### src/rtl/stc_pkg.sv
// Shared types and constants of the supply trim calibrator.
package stc_pkg;

  localparam int CODE_W      = 4;
  localparam int SUPPLY_W    = 3;
  localparam int GEN_W       = 2;
  localparam int RUN_W       = 6;
  localparam int HIST_W      = 4;
  localparam int CFG_IDX_W   = 3;
  localparam int CFG_DATA_W  = 6;
  localparam int TX_SUPPLIES = 3;

  localparam logic [CODE_W-1:0] CODE_MAX      = 4'd15;
  localparam logic [CODE_W-1:0] CODE_MIN      = 4'd0;
  localparam logic [HIST_W-1:0] DITHER_A      = 4'ha;
  localparam logic [HIST_W-1:0] DITHER_B      = 4'h5;
  localparam logic [CODE_W-1:0] DEF_CODE_RST  = 4'd8;
  localparam logic [RUN_W-1:0]  RUN_LIMIT_RST = 6'd32;

  // operation codes of an input beat
  localparam logic OP_START  = 1'b0;
  localparam logic OP_SAMPLE = 1'b1;

  // configuration register indexes
  typedef enum logic [CFG_IDX_W-1:0] {
    CFG_CONTINUOUS = 3'd0,
    CFG_OVERRIDE   = 3'd1,
    CFG_SERDES     = 3'd2,
    CFG_DEF_CODE   = 3'd3,
    CFG_RUN_LIMIT  = 3'd4
  } cfg_idx_t;

  typedef struct packed {
    logic              continuous;
    logic              override_en;
    logic              serdes;
    logic [CODE_W-1:0] default_code;
    logic [RUN_W-1:0]  run_limit;
  } cfg_t;

  // decoded input beat held between the read stage and the execute stage
  typedef struct packed {
    logic operation;
    logic supply_ok;
    logic tx_side;
    logic comp;
    logic idle;
    logic squelch;
  } item_t;

endpackage

### src/rtl/stc_channels.sv
// Valid/ready channel interfaces for input beats and result beats.
interface stc_in_if import stc_pkg::*; ();
  logic                valid;
  logic                ready;
  logic                operation;
  logic [SUPPLY_W-1:0] supply_select;
  logic [GEN_W-1:0]    speed_gen;
  logic                comparator_high;
  logic                tx_idle;
  logic                rx_squelch;

  modport source (output valid, operation, supply_select, speed_gen, comparator_high,
                  tx_idle, rx_squelch, input ready);
  modport sink (input valid, operation, supply_select, speed_gen, comparator_high,
                tx_idle, rx_squelch, output ready);
endinterface

interface stc_out_if import stc_pkg::*; ();
  logic              valid;
  logic              ready;
  logic [CODE_W-1:0] code_out;
  logic              done_res;
  logic              passed;
  logic              skipped;

  modport source (output valid, code_out, done_res, passed, skipped, input ready);
  modport sink (input valid, code_out, done_res, passed, skipped, output ready);
endinterface

### src/rtl/supply_trim_calibrator.sv
// Top level of the supply trim calibrator: config, read stage, table banks and execute engine.
//
//   channel  | dir | payload                                                  | handshake
//   in_ch    | in  | operation, supply_select, speed_gen, comparator_high,    | valid/ready
//            |     | tx_idle, rx_squelch                                      |
//   out_ch   | out | code_out, done_res, passed, skipped                      | valid/ready
//   cfg_*    | in  | cfg_index, cfg_data                                      | cfg_we only
//
// One beat per cycle sustained while out_ch does not stall; a result goes from in_ch through
// the read stage register (table read at the accepting edge) and into the result register.
// Reset clears the run state and the table valid bits at once; no clearing pass.
// A stalled result holds the execute stage, and in_ch then takes at most one more beat.
module supply_trim_calibrator import stc_pkg::*; #(
  parameter int NUM_GENS     = 4,
  parameter int NUM_SUPPLIES = 6
) (
  input  logic                  clk,
  input  logic                  rst_n,
  input  logic                  cfg_we,
  input  logic [CFG_IDX_W-1:0]  cfg_index,
  input  logic [CFG_DATA_W-1:0] cfg_data,
  stc_in_if.sink                in_ch,
  stc_out_if.source             out_ch
);

  localparam int DEPTH = NUM_SUPPLIES * NUM_GENS;
  localparam int AW    = (DEPTH > 1) ? $clog2(DEPTH) : 1;

  cfg_t              cfg_r;
  logic              s1_valid_r;
  item_t             s1_item_r, s1_item_nxt;
  logic [AW-1:0]     s1_addr_r, s1_addr_nxt;
  logic              take;
  logic              in_acc;
  logic [GEN_W-1:0]  gen_eff;
  logic              wr_onetime_en, wr_cont_en;
  logic [AW-1:0]     wr_addr;
  logic [CODE_W-1:0] wr_data;
  logic [CODE_W-1:0] rd_onetime, rd_cont;

  // configuration registers
  always_ff @(posedge clk) begin
    if (!rst_n) begin
      cfg_r.continuous   <= 1'b0;
      cfg_r.override_en  <= 1'b0;
      cfg_r.serdes       <= 1'b0;
      cfg_r.default_code <= DEF_CODE_RST;
      cfg_r.run_limit    <= RUN_LIMIT_RST;
    end else if (cfg_we) begin
      case (cfg_index)
        CFG_CONTINUOUS: cfg_r.continuous   <= cfg_data[0];
        CFG_OVERRIDE:   cfg_r.override_en  <= cfg_data[0];
        CFG_SERDES:     cfg_r.serdes       <= cfg_data[0];
        CFG_DEF_CODE:   cfg_r.default_code <= cfg_data[CODE_W-1:0];
        CFG_RUN_LIMIT:  cfg_r.run_limit    <= cfg_data[RUN_W-1:0];
        default: ;
      endcase
    end
  end

  // input decode: effective generation and table address
  always_comb begin
    if (cfg_r.serdes) begin
      gen_eff = '0;
    end else if (32'(in_ch.speed_gen) >= NUM_GENS) begin
      gen_eff = GEN_W'(NUM_GENS - 1);
    end else begin
      gen_eff = in_ch.speed_gen;
    end
    s1_item_nxt.operation = in_ch.operation;
    s1_item_nxt.supply_ok = 32'(in_ch.supply_select) < NUM_SUPPLIES;
    s1_item_nxt.tx_side   = 32'(in_ch.supply_select) < TX_SUPPLIES;
    s1_item_nxt.comp      = in_ch.comparator_high;
    s1_item_nxt.idle      = in_ch.tx_idle;
    s1_item_nxt.squelch   = in_ch.rx_squelch;
    if (s1_item_nxt.supply_ok) begin
      s1_addr_nxt = AW'(32'(in_ch.supply_select) * NUM_GENS + 32'(gen_eff));
    end else begin
      s1_addr_nxt = '0;
    end
  end

  assign in_ch.ready = !s1_valid_r || take;
  assign in_acc      = in_ch.valid && in_ch.ready;

  // read stage register
  always_ff @(posedge clk) begin
    if (!rst_n) begin
      s1_valid_r <= 1'b0;
    end else if (in_acc) begin
      s1_valid_r <= 1'b1;
    end else if (take) begin
      s1_valid_r <= 1'b0;
    end
  end

  always_ff @(posedge clk) begin
    if (in_acc) begin
      s1_item_r <= s1_item_nxt;
      s1_addr_r <= s1_addr_nxt;
    end
  end

  // one-time slot bank
  stc_trim_bank #(.DEPTH(DEPTH), .AW(AW)) u_bank_onetime (
    .clk     (clk),
    .rst_n   (rst_n),
    .wr_en   (wr_onetime_en),
    .wr_addr (wr_addr),
    .wr_data (wr_data),
    .rd_en   (in_acc),
    .rd_addr (s1_addr_nxt),
    .rd_data (rd_onetime)
  );

  // continuous slot bank
  stc_trim_bank #(.DEPTH(DEPTH), .AW(AW)) u_bank_cont (
    .clk     (clk),
    .rst_n   (rst_n),
    .wr_en   (wr_cont_en),
    .wr_addr (wr_addr),
    .wr_data (wr_data),
    .rd_en   (in_acc),
    .rd_addr (s1_addr_nxt),
    .rd_data (rd_cont)
  );

  stc_engine #(.AW(AW)) u_engine (
    .clk           (clk),
    .rst_n         (rst_n),
    .cfg           (cfg_r),
    .item_valid    (s1_valid_r),
    .item          (s1_item_r),
    .item_addr     (s1_addr_r),
    .rd_onetime    (rd_onetime),
    .rd_cont       (rd_cont),
    .item_take     (take),
    .wr_onetime_en (wr_onetime_en),
    .wr_cont_en    (wr_cont_en),
    .wr_addr       (wr_addr),
    .wr_data       (wr_data),
    .out_ch        (out_ch)
  );

endmodule

### src/rtl/stc_trim_bank.sv
// One bank of the trim table: synchronous RAM with valid bits and write forwarding.
module stc_trim_bank import stc_pkg::*; #(
  parameter int DEPTH = 24,
  parameter int AW    = 5
) (
  input  logic              clk,
  input  logic              rst_n,
  input  logic              wr_en,
  input  logic [AW-1:0]     wr_addr,
  input  logic [CODE_W-1:0] wr_data,
  input  logic              rd_en,
  input  logic [AW-1:0]     rd_addr,
  output logic [CODE_W-1:0] rd_data
);

  logic [CODE_W-1:0] mem [DEPTH];
  logic [DEPTH-1:0]  vld_r;
  logic [CODE_W-1:0] rd_data_r;

  // storage array, no reset
  always_ff @(posedge clk) begin
    if (wr_en) begin
      mem[wr_addr] <= wr_data;
    end
  end

  // entry valid bits, cleared at reset so unwritten entries read as zero
  always_ff @(posedge clk) begin
    if (!rst_n) begin
      vld_r <= '0;
    end else if (wr_en) begin
      vld_r[wr_addr] <= 1'b1;
    end
  end

  // registered read, held between reads; same-edge write is forwarded
  always_ff @(posedge clk) begin
    if (rd_en) begin
      if (wr_en && (wr_addr == rd_addr)) begin
        rd_data_r <= wr_data;
      end else if (vld_r[rd_addr]) begin
        rd_data_r <= mem[rd_addr];
      end else begin
        rd_data_r <= CODE_MIN;
      end
    end
  end

  assign rd_data = rd_data_r;

endmodule

### src/rtl/stc_engine.sv
// Execute stage: run state, code search, table write-back and result register.
module stc_engine import stc_pkg::*; #(
  parameter int AW = 5
) (
  input  logic              clk,
  input  logic              rst_n,
  input  cfg_t              cfg,
  input  logic              item_valid,
  input  item_t             item,
  input  logic [AW-1:0]     item_addr,
  input  logic [CODE_W-1:0] rd_onetime,
  input  logic [CODE_W-1:0] rd_cont,
  output logic              item_take,
  output logic              wr_onetime_en,
  output logic              wr_cont_en,
  output logic [AW-1:0]     wr_addr,
  output logic [CODE_W-1:0] wr_data,
  stc_out_if.source         out_ch
);

  logic              busy_r, busy_nxt;
  logic [CODE_W-1:0] code_r, code_nxt;
  logic [HIST_W-1:0] hist_r, hist_nxt;
  logic [RUN_W-1:0]  run_cnt_r, run_cnt_nxt;
  logic [AW-1:0]     act_addr_r, act_addr_nxt;

  logic              out_valid_r;
  logic [CODE_W-1:0] out_code_r, out_code_nxt;
  logic              out_done_r, out_done_nxt;
  logic              out_pass_r, out_pass_nxt;
  logic              out_skip_r, out_skip_nxt;

  logic [CODE_W-1:0] stored;
  logic [HIST_W-1:0] shifted;
  logic [CODE_W-1:0] stepped;
  logic              pass;
  logic              stop;

  // the result register frees up when empty or being drained
  assign item_take = item_valid && (!out_valid_r || out_ch.ready);

  assign stored  = cfg.continuous ? rd_cont : rd_onetime;
  assign shifted = {hist_r[HIST_W-2:0], item.comp};
  assign pass    = (shifted == DITHER_A) || (shifted == DITHER_B);
  assign stop    = pass || cfg.continuous || (run_cnt_r >= cfg.run_limit);

  // saturating one-step move of the code
  always_comb begin
    if (item.comp) begin
      stepped = (code_r == CODE_MIN) ? code_r : code_r - 4'd1;
    end else begin
      stepped = (code_r == CODE_MAX) ? code_r : code_r + 4'd1;
    end
  end

  // per-beat update of the run state
  always_comb begin
    busy_nxt      = busy_r;
    code_nxt      = code_r;
    hist_nxt      = hist_r;
    run_cnt_nxt   = run_cnt_r;
    act_addr_nxt  = act_addr_r;
    out_code_nxt  = code_r;
    out_done_nxt  = 1'b0;
    out_pass_nxt  = 1'b0;
    out_skip_nxt  = 1'b0;
    wr_onetime_en = 1'b0;
    wr_cont_en    = 1'b0;
    if (item.operation == OP_START) begin
      busy_nxt = 1'b0;
      if (!item.supply_ok) begin
        out_code_nxt = CODE_MIN;
        out_done_nxt = 1'b1;
      end else if (cfg.override_en) begin
        out_code_nxt = stored;
        out_done_nxt = 1'b1;
      end else if (cfg.continuous && (item.tx_side ? item.idle : item.squelch)) begin
        out_code_nxt = CODE_MIN;
        out_skip_nxt = 1'b1;
      end else begin
        busy_nxt     = 1'b1;
        act_addr_nxt = item_addr;
        code_nxt     = cfg.continuous ? rd_cont : cfg.default_code;
        hist_nxt     = '0;
        run_cnt_nxt  = '0;
        out_code_nxt = code_nxt;
      end
    end else if (busy_r) begin
      hist_nxt     = shifted;
      code_nxt     = stepped;
      out_code_nxt = stepped;
      if (stop) begin
        busy_nxt      = 1'b0;
        out_done_nxt  = 1'b1;
        out_pass_nxt  = pass;
        wr_cont_en    = 1'b1;
        wr_onetime_en = !cfg.continuous;
      end else begin
        run_cnt_nxt = run_cnt_r + 6'd1;
      end
    end
    if (!item_take) begin
      wr_onetime_en = 1'b0;
      wr_cont_en    = 1'b0;
    end
  end

  assign wr_addr = act_addr_r;
  assign wr_data = stepped;

  // run state registers
  always_ff @(posedge clk) begin
    if (!rst_n) begin
      busy_r     <= 1'b0;
      code_r     <= '0;
      hist_r     <= '0;
      run_cnt_r  <= '0;
      act_addr_r <= '0;
    end else if (item_take) begin
      busy_r     <= busy_nxt;
      code_r     <= code_nxt;
      hist_r     <= hist_nxt;
      run_cnt_r  <= run_cnt_nxt;
      act_addr_r <= act_addr_nxt;
    end
  end

  // result register
  always_ff @(posedge clk) begin
    if (!rst_n) begin
      out_valid_r <= 1'b0;
    end else if (item_take) begin
      out_valid_r <= 1'b1;
    end else if (out_ch.ready) begin
      out_valid_r <= 1'b0;
    end
  end

  always_ff @(posedge clk) begin
    if (item_take) begin
      out_code_r <= out_code_nxt;
      out_done_r <= out_done_nxt;
      out_pass_r <= out_pass_nxt;
      out_skip_r <= out_skip_nxt;
    end
  end

  assign out_ch.valid    = out_valid_r;
  assign out_ch.code_out = out_code_r;
  assign out_ch.done_res = out_done_r;
  assign out_ch.passed   = out_pass_r;
  assign out_ch.skipped  = out_skip_r;

endmodule

### src/flat_wrapper.sv
// flat-port wrapper written by rule: the top's interface ports become plain ports
module supply_trim_calibrator_flat import stc_pkg::*;
#(
  parameter int NUM_GENS     = 4,
  parameter int NUM_SUPPLIES = 6
)
  (clk, rst_n, cfg_we, cfg_index, cfg_data, in_ch_valid, in_ch_operation, in_ch_supply_select, in_ch_speed_gen, in_ch_comparator_high, in_ch_tx_idle, in_ch_rx_squelch, in_ch_ready, out_ch_valid, out_ch_code_out, out_ch_done_res, out_ch_passed, out_ch_skipped, out_ch_ready);
  stc_in_if in_ch_i ();
  stc_out_if out_ch_i ();
  input  logic clk;
  input  logic rst_n;
  input  logic cfg_we;
  input  logic [CFG_IDX_W-1:0] cfg_index;
  input  logic [CFG_DATA_W-1:0] cfg_data;
  input wire logic [$bits(in_ch_i.valid)-1:0] in_ch_valid;
  input wire logic [$bits(in_ch_i.operation)-1:0] in_ch_operation;
  input wire logic [$bits(in_ch_i.supply_select)-1:0] in_ch_supply_select;
  input wire logic [$bits(in_ch_i.speed_gen)-1:0] in_ch_speed_gen;
  input wire logic [$bits(in_ch_i.comparator_high)-1:0] in_ch_comparator_high;
  input wire logic [$bits(in_ch_i.tx_idle)-1:0] in_ch_tx_idle;
  input wire logic [$bits(in_ch_i.rx_squelch)-1:0] in_ch_rx_squelch;
  output wire logic [$bits(in_ch_i.ready)-1:0] in_ch_ready;
  output wire logic [$bits(out_ch_i.valid)-1:0] out_ch_valid;
  output wire logic [$bits(out_ch_i.code_out)-1:0] out_ch_code_out;
  output wire logic [$bits(out_ch_i.done_res)-1:0] out_ch_done_res;
  output wire logic [$bits(out_ch_i.passed)-1:0] out_ch_passed;
  output wire logic [$bits(out_ch_i.skipped)-1:0] out_ch_skipped;
  input wire logic [$bits(out_ch_i.ready)-1:0] out_ch_ready;
  assign in_ch_i.valid = in_ch_valid;
  assign in_ch_i.operation = in_ch_operation;
  assign in_ch_i.supply_select = in_ch_supply_select;
  assign in_ch_i.speed_gen = in_ch_speed_gen;
  assign in_ch_i.comparator_high = in_ch_comparator_high;
  assign in_ch_i.tx_idle = in_ch_tx_idle;
  assign in_ch_i.rx_squelch = in_ch_rx_squelch;
  assign in_ch_ready = in_ch_i.ready;
  assign out_ch_valid = out_ch_i.valid;
  assign out_ch_code_out = out_ch_i.code_out;
  assign out_ch_done_res = out_ch_i.done_res;
  assign out_ch_passed = out_ch_i.passed;
  assign out_ch_skipped = out_ch_i.skipped;
  assign out_ch_i.ready = out_ch_ready;
  supply_trim_calibrator #(.NUM_GENS(NUM_GENS), .NUM_SUPPLIES(NUM_SUPPLIES)) u_core (.clk(clk), .rst_n(rst_n), .cfg_we(cfg_we), .cfg_index(cfg_index), .cfg_data(cfg_data), .in_ch(in_ch_i), .out_ch(out_ch_i));
endmodule
### config.mk
export PLATFORM = sky130hd
export DESIGN_NAME = supply_trim_calibrator_flat
export DESIGN_NICKNAME = d
export VERILOG_FILES = /design/src/rtl/stc_pkg.sv /design/src/rtl/stc_channels.sv /design/src/rtl/supply_trim_calibrator.sv /design/src/rtl/stc_trim_bank.sv /design/src/rtl/stc_engine.sv /design/src/flat_wrapper.sv
export SDC_FILE = /design/constraint.sdc
export NUM_CORES = 1
export LEC_CHECK = 0
export BUFFER_PORTS_ARGS = -buffer_cell sky130_fd_sc_hd__buf_2
export CAP_MARGIN = 10
export CELL_PAD_IN_SITES_DETAIL_PLACEMENT = 1
export CELL_PAD_IN_SITES_GLOBAL_PLACEMENT = 1
export CORE_AREA = 2 2 163 165
export CTS_BUF_LIST = sky130_fd_sc_hd__clkbuf_4 sky130_fd_sc_hd__clkbuf_8
export DETAILED_ROUTE_END_ITERATION = 16
export DIE_AREA = 0 0 165 167
export PLACE_DENSITY_LB_ADDON = 0.1
export SYNTH_ARGS = -nofsm -noshare
export SYNTH_HDL_FRONTEND = slang
export SYNTH_SLANG_ARGS = --single-unit
### constraint.sdc
create_clock -name clk -period 4.4 [get_ports clk]
set_clock_uncertainty 0.2 [all_clocks]
set_input_delay 0.44 -clock clk [delete_from_list [all_inputs] [get_ports clk]]
set_output_delay 0.44 -clock clk [all_outputs]
set_load 0.01 [all_outputs]
==> metrics.cfg <==
[setup_path]
cpLargestDelayFamily = compound AO/OA/AOI/OAI gates
critPathKind = reg -> reg
endpoint_kind = flip-flop
worstPathRequired_ns = 4.64
path_buf_inv = 1
critPathSlowestCell = dfxtp_1
cp-start-kind = flip-flop
crit_fanout = 31
cp_slowest_stage_delay_ns = 0.58
crit_chain = nor2b_4 -> nand2_8 -> inv_2 -> a211oi_1 -> o311a_1 -> a311o_1 -> a311o_1 -> o21ai_1
crit_arrival_ns = 3.66
critPathMostFrequentCell = a311o_1

[detailed_routing]
routedWlPerCell_um = 26.3
drc = 0
viasPerCell = 6.25
drt-initial-drc-count = 846
via_count = 9320
wl_um = 39200
firstDrtPassIters = 5
ant_nets = 0

[sta]
finalSetupViolCount = 0
fin_crit_ns = 3.42
slew_headroom = 0.200
hold_violations = 0
worst_pin_slew_ns = 1.20
tns_ns = 0
slew_viol_final = 0
max_freq_mhz = 293
rsz0062_at_grt = no
fin_hold_ws_ns = 0.0196
period_share = 0.777

[clocking]
cts-root-buf = clkbuf_8
clk_latency_ns = 0.59
clk_pin_slew_ns = 0.06
cts_sinks = 300
htreeDepth = 2
cts_tree = built
cts_resized = 0
cts.path.max_buffers = 3
numCtsBuffers = 49

[job]
max_cap_violations = 0

[synthesis]
syn_avg_cell_area_um2 = 12.3
netlist.area_leader.share = 0.494
synth-edff-count = 218
ys_async_sr_fraction = 0
synthCells = 1074
synth.distinct_cells = 81
syn_area_um2 = 13200
synth-seq-cells = 300
yosysTopAreaCell = edfxtp_1
ys_top_cells_by_area = edfxtp_1 (49%), dfxtp_1 (12%), mux2i_1 (3.9%), o21a_1 (2.9%), nor2_1 (2.8%)
synthFlopType = edfxtp_1
synth_warnings = 0
syn_nets = 1106
yosysSeqAreaShare = 0.618

[placement]
portBuffers = 31
placed_area_um2 = 13600
routabilityCongestion = 0.948
hpwlAfterDp_um = 25800

[grt]
antenna_found_initial = 0
grt_pass1_vias = 9646
grt_start_max_net_pins = 62
overflow = 0
track_usage = 0.291
grt_pass1_wl_um = 59300

[final_layout]
final_util = 0.571
syn_to_final_growth_pct = 11.1
final_area_um2 = 14700
drive_gt1_frac = 0.160
final_nets = 1146

[floorplanning]
dieArea_um2 = 27600
start_util = 0.514
core_um2 = 25800
die-width_um = 165
row_count = 59
io_pins = 32
die_y_um = 167

[power_and_ir_drop]
power.leakage_nw = 5.16
p_total_mw = 6.11
power.density_nw_per_um2 = 415
ir_drop_v = 0.000313

[outcome]
status = finished, final reports clean

[min_path]
hp-class = in -> reg

-- report_power, final --
part | total, mW | internal, mW | switching [mW] | leakage (nW)
Sequential | 3.12 | 3.10 | 0.0249 | 2.66
Combinational | 0.499 | 0.147 | 0.352 | 1.96
Clock | 2.49 | 1.36 | 1.13 | 0.545
Total | 6.11 | 4.61 | 1.50 | 5.16
-- sequential cells by signal, summed over array words and instances (netlist names) --
signal,count
u_core.u_engine.out_ch.code_out,4
u_core.s1_valid_r,1
u_core.s1_item_r,6
u_core.u_engine.out_ch.valid,1
u_core.u_engine.code_r,4
u_core.u_engine.out_ch.done_res,1
u_core.u_engine.wr_addr,5
u_core.u_bank_onetime.mem,96
u_core.s1_addr_r,5
u_core.u_bank_onetime.vld_r,24
u_core.u_bank_cont.mem,96
u_core.u_bank_cont.rd_data,4
u_core.u_bank_cont.vld_r,24
u_core.u_bank_onetime.rd_data,4
u_core.u_engine.out_ch.passed,1
u_core.u_engine.out_ch.skipped,1
u_core.u_engine.busy_r,1
u_core.u_engine.run_cnt_r,6
u_core.cfg_r,13
u_core.u_engine.hist_r,3
-- final timing paths --
path,end,slack (ns),startpoint,cells after the start
setup reg to reg,u_core.u_bank_cont.rd_data[3],0.98,u_core.cfg_r[10],8
hold reg to reg,u_core.u_bank_onetime.vld_r[20],0.26,u_core.u_bank_onetime.vld_r[20],1
setup / recovery,u_core.u_bank_cont.rd_data[3],0.98,u_core.cfg_r[10],8
hold / removal,u_core.cfg_r[10],0.02,cfg_data[0],3
-- timing repair --
item / in CTS / in global routing
hold buffers: 11 / 0
setup buffers: 0 / 0
hold endpoints to repair: 14 / 0
-- worst min-delay path: stages --
cell     delay, ns
buf_2         0.14
mux2i_1       0.08
nor2b_1       0.09
-- cell usage in the layout, fill, tap and decap left out, types with 23 or more instances in the layout --
cell type and count:
nor2b_1 33, buf_2 30, mux2i_1 52, a21oi_1 36, o21ai_0 35, nand2_1 47, inv_1 30, edfxtp_1 218
nor2_1 97, nand3_1 27, clkbuf_8 58, o21a_1 52, buf_4 23, dfxtp_1 82
-- per-stage QoR --
step | std cells | setup WS, ns
4_1_cts | 1490 | 1.06
6_report | 1491 | 0.982
5_1_grt | 1490 | 0.808
3_3_place_gp | 1387 | 0.837
3_5_place_dp | 1387 | 0.804
2_1_floorplan | 1074 | 1.28
-- cell type report --
type	count	area, um2
flip-flops and latches	300	8190
repair buffers	64	433
inverters	37	140
clock buffers	77	941
multi-input cells	662	4520
fillers	2638	11000
well taps	335	419
clock inverters	15	70.1
diodes	1	2.50
-- cells by family (layout without fill, tap and decap cells) --
| kind of cell | Yosys count | in the layout | share of synthesized area |
|---|---|---|---|
| fa+ha+maj | 9 | 9 | 0.00851 |
| mux | 73 | 73 | 0.0631 |
| compound gates | 288 | 288 | 0.157 |
| flops | 300 | 300 | 0.618 |
| buf+inv | 112 | 193 | 0.0409 |
| other cells | 0 | 1 | 0 |
| xor+xnor | 7 | 7 | 0.00463 |
| simple gates | 285 | 285 | 0.108 |
-- synthesized netlist by cell type (all sizes together), types with 4 or more instances --
cell	instances
a21oi	37
clkbuf	41
nor3	13
or3	9
o21a	52
dfxtp	82
buf	34
a2111oi	5
or2	4
ha	9
a311o	5
a21o	6
o22ai	12
o2111ai	5
o221a	4
o221ai	9
a211oi	20
nand3b	4
and3	12
mux2i	52
nor2b	35
nand4	8
o211ai	12
xor2	5
nand2b	14
a221oi	14
a22oi	5
a31oi	20
and2	4
nand2	49
mux2	14
o21ai	40
o22a	4
inv	35
nor2	97
edfxtp	218
nand3	27
a21boi	4
mux4	7
-- metal layers --
layer  track usage  share of wire  vias to the layer above
li1              -              -                     4170
met1         0.390           0.42                     4640
met2         0.459           0.47                      405
met3        0.0685          0.079                      105
met4         0.109          0.031                        0
met5             0              0                        -
Power figures use the tool's default switching activity.
